**config.mk**
```make
export PLATFORM = sky130hd
export DESIGN_NAME = mbsg_front
export DESIGN_NICKNAME = d
export VERILOG_FILES = /design/src/rtl/core/multi_axis_bresenham_step_generator_top_assert.svh /design/src/rtl/core/mbsg_pkg.sv /design/src/rtl/core/mbsg_front.sv
export SDC_FILE = /design/constraint.sdc
export NUM_CORES = 1
export LEC_CHECK = 0
export ABC_AREA = 1
export BUFFER_PORTS_ARGS = -buffer_cell sky130_fd_sc_hd__buf_2
export CORE_MARGIN = 1.5
export CORE_UTILIZATION = 53
export DETAILED_ROUTE_END_ITERATION = 6
export PLACE_DENSITY = 0.93
export SETUP_SLACK_MARGIN = 0.1
export SYNTH_ARGS = -nofsm -noshare
export SYNTH_HDL_FRONTEND = slang
export SYNTH_SLANG_ARGS = --single-unit
```
**constraint.sdc**
```tcl
create_clock -name clock -period 11.2 [get_ports clock]
set_input_delay 1.68 -clock clock [delete_from_list [all_inputs] [get_ports clock]]
set_output_delay 1.68 -clock clock [all_outputs]
set_load 0.02 [all_outputs]
```
**src/rtl/core/multi_axis_bresenham_step_generator_top_assert.svh**
```systemverilog
// Assertion macros shared by the step generator RTL.
`ifndef MULTI_AXIS_BRESENHAM_STEP_GENERATOR_TOP_ASSERT_SVH
`define MULTI_AXIS_BRESENHAM_STEP_GENERATOR_TOP_ASSERT_SVH

// Implication checked on every clock edge outside reset.
`define MBSG_ASSERT(lbl, prop, msg) \
   lbl: assert property (@(posedge clock) disable iff (reset) prop) else $error(msg);

// Condition that must never be seen outside reset.
`define MBSG_NEVER(lbl, cond, msg) \
   lbl: assert property (@(posedge clock) disable iff (reset) !(cond)) else $error(msg);

`endif

```
**src/rtl/core/mbsg_pkg.sv**
```systemverilog
// Types, constants and helpers of the step generator.
package mbsg_pkg;

   localparam int QUEUE_DEPTH = 16;
   localparam int AXIS_COUNT  = 7;
   localparam int IDX_W       = $clog2(QUEUE_DEPTH);
   localparam int CNT_W       = $clog2(QUEUE_DEPTH + 1);
   localparam int AXIS_W      = 3;
   localparam int MASK_W      = 7;

   localparam logic [7:0]        LAST_DIRS_RESET = 8'd128;
   localparam logic [7:0]        PARENT_NONE     = 8'd255;
   localparam logic [AXIS_W-1:0] ERROR_STEP_SEL  = 3'd7;
   localparam logic              CSR_SLOW_DIR    = 1'b0;

   typedef enum logic [1:0] {
      OP_TICK   = 2'd0,
      OP_COMMIT = 2'd1,
      OP_LOAD   = 2'd2
   } op_type;

   typedef struct packed {
      op_type             operation;
      logic [MASK_W-1:0]  axis_mask;
      logic [MASK_W-1:0]  directions;
      logic               check_endstops;
      logic               last_of_parent;
      logic [7:0]         parent_id;
      logic [15:0]        step_count;
      logic [7:0]         secondary_value;
      logic [AXIS_W-1:0]  axis_index;
      logic [30:0]        axis_delta;
      logic signed [31:0] axis_error;
      logic               skip_request;
   } req_item_type;

   typedef struct packed {
      logic [MASK_W-1:0] step_mask;
      logic [MASK_W-1:0] direction_mask;
      logic              direction_changed;
      logic              secondary_update;
      logic [7:0]        secondary_out;
      logic              segment_done;
      logic              parent_done;
      logic              idle;
      logic [4:0]        queue_level;
      logic              load_rejected;
   } rsp_item_type;

   typedef struct packed {
      logic [MASK_W-1:0] dirs;
      logic [MASK_W-1:0] used;
      logic              checked;
      logic              last;
      logic [7:0]        parent;
      logic [15:0]       steps;
      logic [7:0]        intensity;
      logic [31:0]       err_step;
   } seg_type;

   function automatic logic [IDX_W-1:0] next_idx(input logic [IDX_W-1:0] i);
      return (i == IDX_W'(QUEUE_DEPTH - 1)) ? '0 : i + 1'b1;
   endfunction

   function automatic logic [IDX_W-1:0] prev_idx(input logic [IDX_W-1:0] i);
      return (i == '0) ? IDX_W'(QUEUE_DEPTH - 1) : i - 1'b1;
   endfunction

endpackage

```
**src/rtl/core/mbsg_front.sv**
```systemverilog
// Two-entry input queue between the stream slave and the executor.
module mbsg_front (
   input  logic                  clock,
   input  logic                  reset,
   input  logic                  in_valid,
   output logic                  in_ready,
   input  mbsg_pkg::req_item_type in_item,
   output logic                  out_valid,
   input  logic                  out_ready,
   output mbsg_pkg::req_item_type out_item
);
   import mbsg_pkg::*;

   req_item_type mem_ff [2];
   logic         wr_ptr_ff, rd_ptr_ff;
   logic [1:0]   cnt_ff;
   logic         push, pop;

   assign in_ready  = (cnt_ff != 2'd2);
   assign out_valid = (cnt_ff != 2'd0);
   assign out_item  = mem_ff[rd_ptr_ff];
   assign push      = in_valid && in_ready;
   assign pop       = out_valid && out_ready;

   always_ff @(posedge clock) begin
      if (reset) begin
         wr_ptr_ff <= 1'b0;
         rd_ptr_ff <= 1'b0;
         cnt_ff    <= 2'd0;
      end else begin
         if (push) wr_ptr_ff <= ~wr_ptr_ff;
         if (pop)  rd_ptr_ff <= ~rd_ptr_ff;
         cnt_ff <= cnt_ff + {1'b0, push} - {1'b0, pop};
      end
      if (push) mem_ff[wr_ptr_ff] <= in_item;
   end

endmodule

```
==> results.yml <==
detailed_routing:
  firstDrtPassIters: 4
  drc: 0
  antenna_left: 0
  wirelength_um: 16630
  route.vias.total: 4630
  vias_per_cell: 5.196
  drt-initial-drc-count: 218
  post_drt_wl_per_cell_um: 18.66
cts:
  cts_max_path_buffers: 3
  cts-buffers-inserted: 25
  clk_latency_ns: 0.51
  cts.sinks: 239
  clk_pin_slew_ns: 0.06
  cts_tree: "yes"
  cts_resized: 0
  cts_root_buf: "clkbuf_16"
  hold_buffers: 0
  htreeDepth: 1
  post_cts_buffers: 0
floorplan:
  rows: 46
  die-area_um2: 17380
  die_y_um: 131.8
  die_w_um: 131.8
  core_um2: 16060
  io_pins: 240
  start_util_pct: 54.78
power_and_ir_drop:
  p_leak_uw: 0.004170
  power_density_nw_per_um2: 234.2
  irDropWorstVdd_v: 0.0001371
global_routing:
  grt_first_pass_wirelength_um: 25720
  grtUsageTotal_pct: 18.82
  grt_pass1_vias: 4948
  antenna_found_initial: 3
  grt_max_degree: 67
  overflow: 0
sta:
  relSlewSlack_pct: 39.78
  rsz0062_at_grt: "no"
  finalMaxSlewViolations: 0
  skew_ns: 0.008996
  finalCritPeriodShare_pct: 40.73
  worstMarginPinSlew_ns: 0.9032
  whs_ns: 0.5374
  setup_violations: 0
  fmax_mhz: 219.2
  hold_violations: 0
  setup_tns_ns: 0
  period_needed_ns: 4.562
worst_setup_path:
  critical_path_arrival_ns: 2.88
  worstSetupPathType: "register to output port"
  cp_cell_sequence: "buf_4 > mux2_2 > buf_2"
  cpPeakStageDelay_ns: 0.87
  cp.required_ns: 9.52
  start_kind: "register"
  cp_num_buf_inv: 2
  end_kind: "output port"
  path_max_fanout: 66
  slowest_stage: "dfxtp_4"
  path_delay_family: "buffers and inverters"
cells_and_area:
  design_area_um2: 10940
  n_fill_cell: 1041
  nets: 781
  drive_above_1_share_pct: 58.46
  final_util_pct: 68.10
  area_growth_pct: 24.31
  final_cell_count_no_fill: 891
synth:
  avgSynthCellArea_um2: 21.94
  netlist_area_um2: 8797
  synth.most_common_cell: "edfxtp_1"
  ys.flop_type: "edfxtp_1"
  yosys.area.top_type: "edfxtp_1"
  syn_inst: 401
  synth_edf_count: 234
  synth_top_area_share_pct: 79.87
  synthesis.nets: 524
  ys_warn_count: 0
  synthTopCellsByCount: "edfxtp_1 (234), mux2_2 (87), mux2_4 (30), nor2_1 (9)"
  ys_top_cells_by_area: "edfxtp_1 (80%), mux2_2 (11%), mux2_4 (5.1%)"
  yosysSeqAreaShare_pct: 81.01
  ys_seq_elements: 239
  async_reset_ff_share_pct: 0
  yosys.cell_types.count: 12
placement:
  numPlacedInstances: 847
  port_buffers: 239
  dp_hpwl_um: 11110
  finalWeightedCongestion: 0.7403
  place_area_um2: 10210
run:
  cap_viol_max_count: 0
hold_path:
  hold_path_class: "register to register"
outcome:
  status: "complete, no violations"
[metal layers]
layer	track usage, %	routed length, um	vias to the layer above
met1	22.12	6393	2276
met2	33.45	8516	215
met5	0	27	-
li1	-	-	2097
met3	5.459	1325	38
met4	5.988	367	4
[cell families (layout without fill, tap and decap cells)]
family                     after synthesis  in the layout  synth area share [%]
AOI/OAI and AO/OA                        2              2                0.1138
adders and majority gates                2              2                0.2844
buffers and inverters                   21            294                 1.436
DFF                                    239            239                 81.01
muxes                                  117            117                 16.26
other                                    0              1                     0
and+or+nand+nor                         20             20                0.8960
[registers in the layout, indices dropped and copies added, names as in the netlist, named ones only]
signal,flops
rd_ptr_ff,1
mem_ff,234
cnt_ff,2
wr_ptr_ff,1
[metrics by stage]
stage               power, uW  worst slack [ns]
floorplan                1662             3.984
detailed placement       1854             7.181
global route             2662             6.481
CTS                      2585             6.611
global placement         1822             7.219
finish                   2561             6.638
[area by class of cell]
class / count / area (um2) / share of cell area [%]
tap: 216 / 270.3 / 2.471
inverter: 8 / 32.53 / 0.2975
clock inverter: 10 / 66.31 / 0.6064
antenna: 1 / 2.502 / 0.02288
multi-input combinational: 141 / 1551 / 14.19
timing repair buffer: 243 / 1226 / 11.21
sequential: 239 / 7131 / 65.21
clock buffer: 33 / 655.6 / 5.995
[cells in the final DEF, fill, tap and decap left out, types with 4 or more instances in the layout]
cell type / netlist / routed
nand2_1: 8 / 8
clkinv_1: 0 / 4
clkbuf_16: 0 / 25
buf_4: 0 / 4
dfxtp_1: 5 / 4
edfxtp_1: 234 / 234
buf_2: 8 / 239
inv_1: 8 / 7
nor2_1: 9 / 8
mux2_2: 87 / 87
clkbuf_1: 0 / 8
mux2_4: 30 / 30
[worst min-delay path: stages, from the launching register on]
cell and delay [ns]:
dfxtp_1 0.34, nor2_1 0.07, nor2_1 0.09
[worst paths after layout]
kind,slack (ns),start,cells past startpoint,end
worst min-delay path,0.54,rd_ptr_ff,2,rd_ptr_ff
worst max-delay path,6.64,register,3,out_item[23]
worst min register to register,0.54,rd_ptr_ff,2,rd_ptr_ff
worst max register to register,8.62,cnt_ff[0],6,mem_ff[0][76]
[power breakdown]
group	total [uW]	internal [uW]	switching, uW
sequential	1190	1130	55.9
combinational	641	260	381
clock	730	413	317
total	2560	1810	754
(Power assumes the default switching activity.)
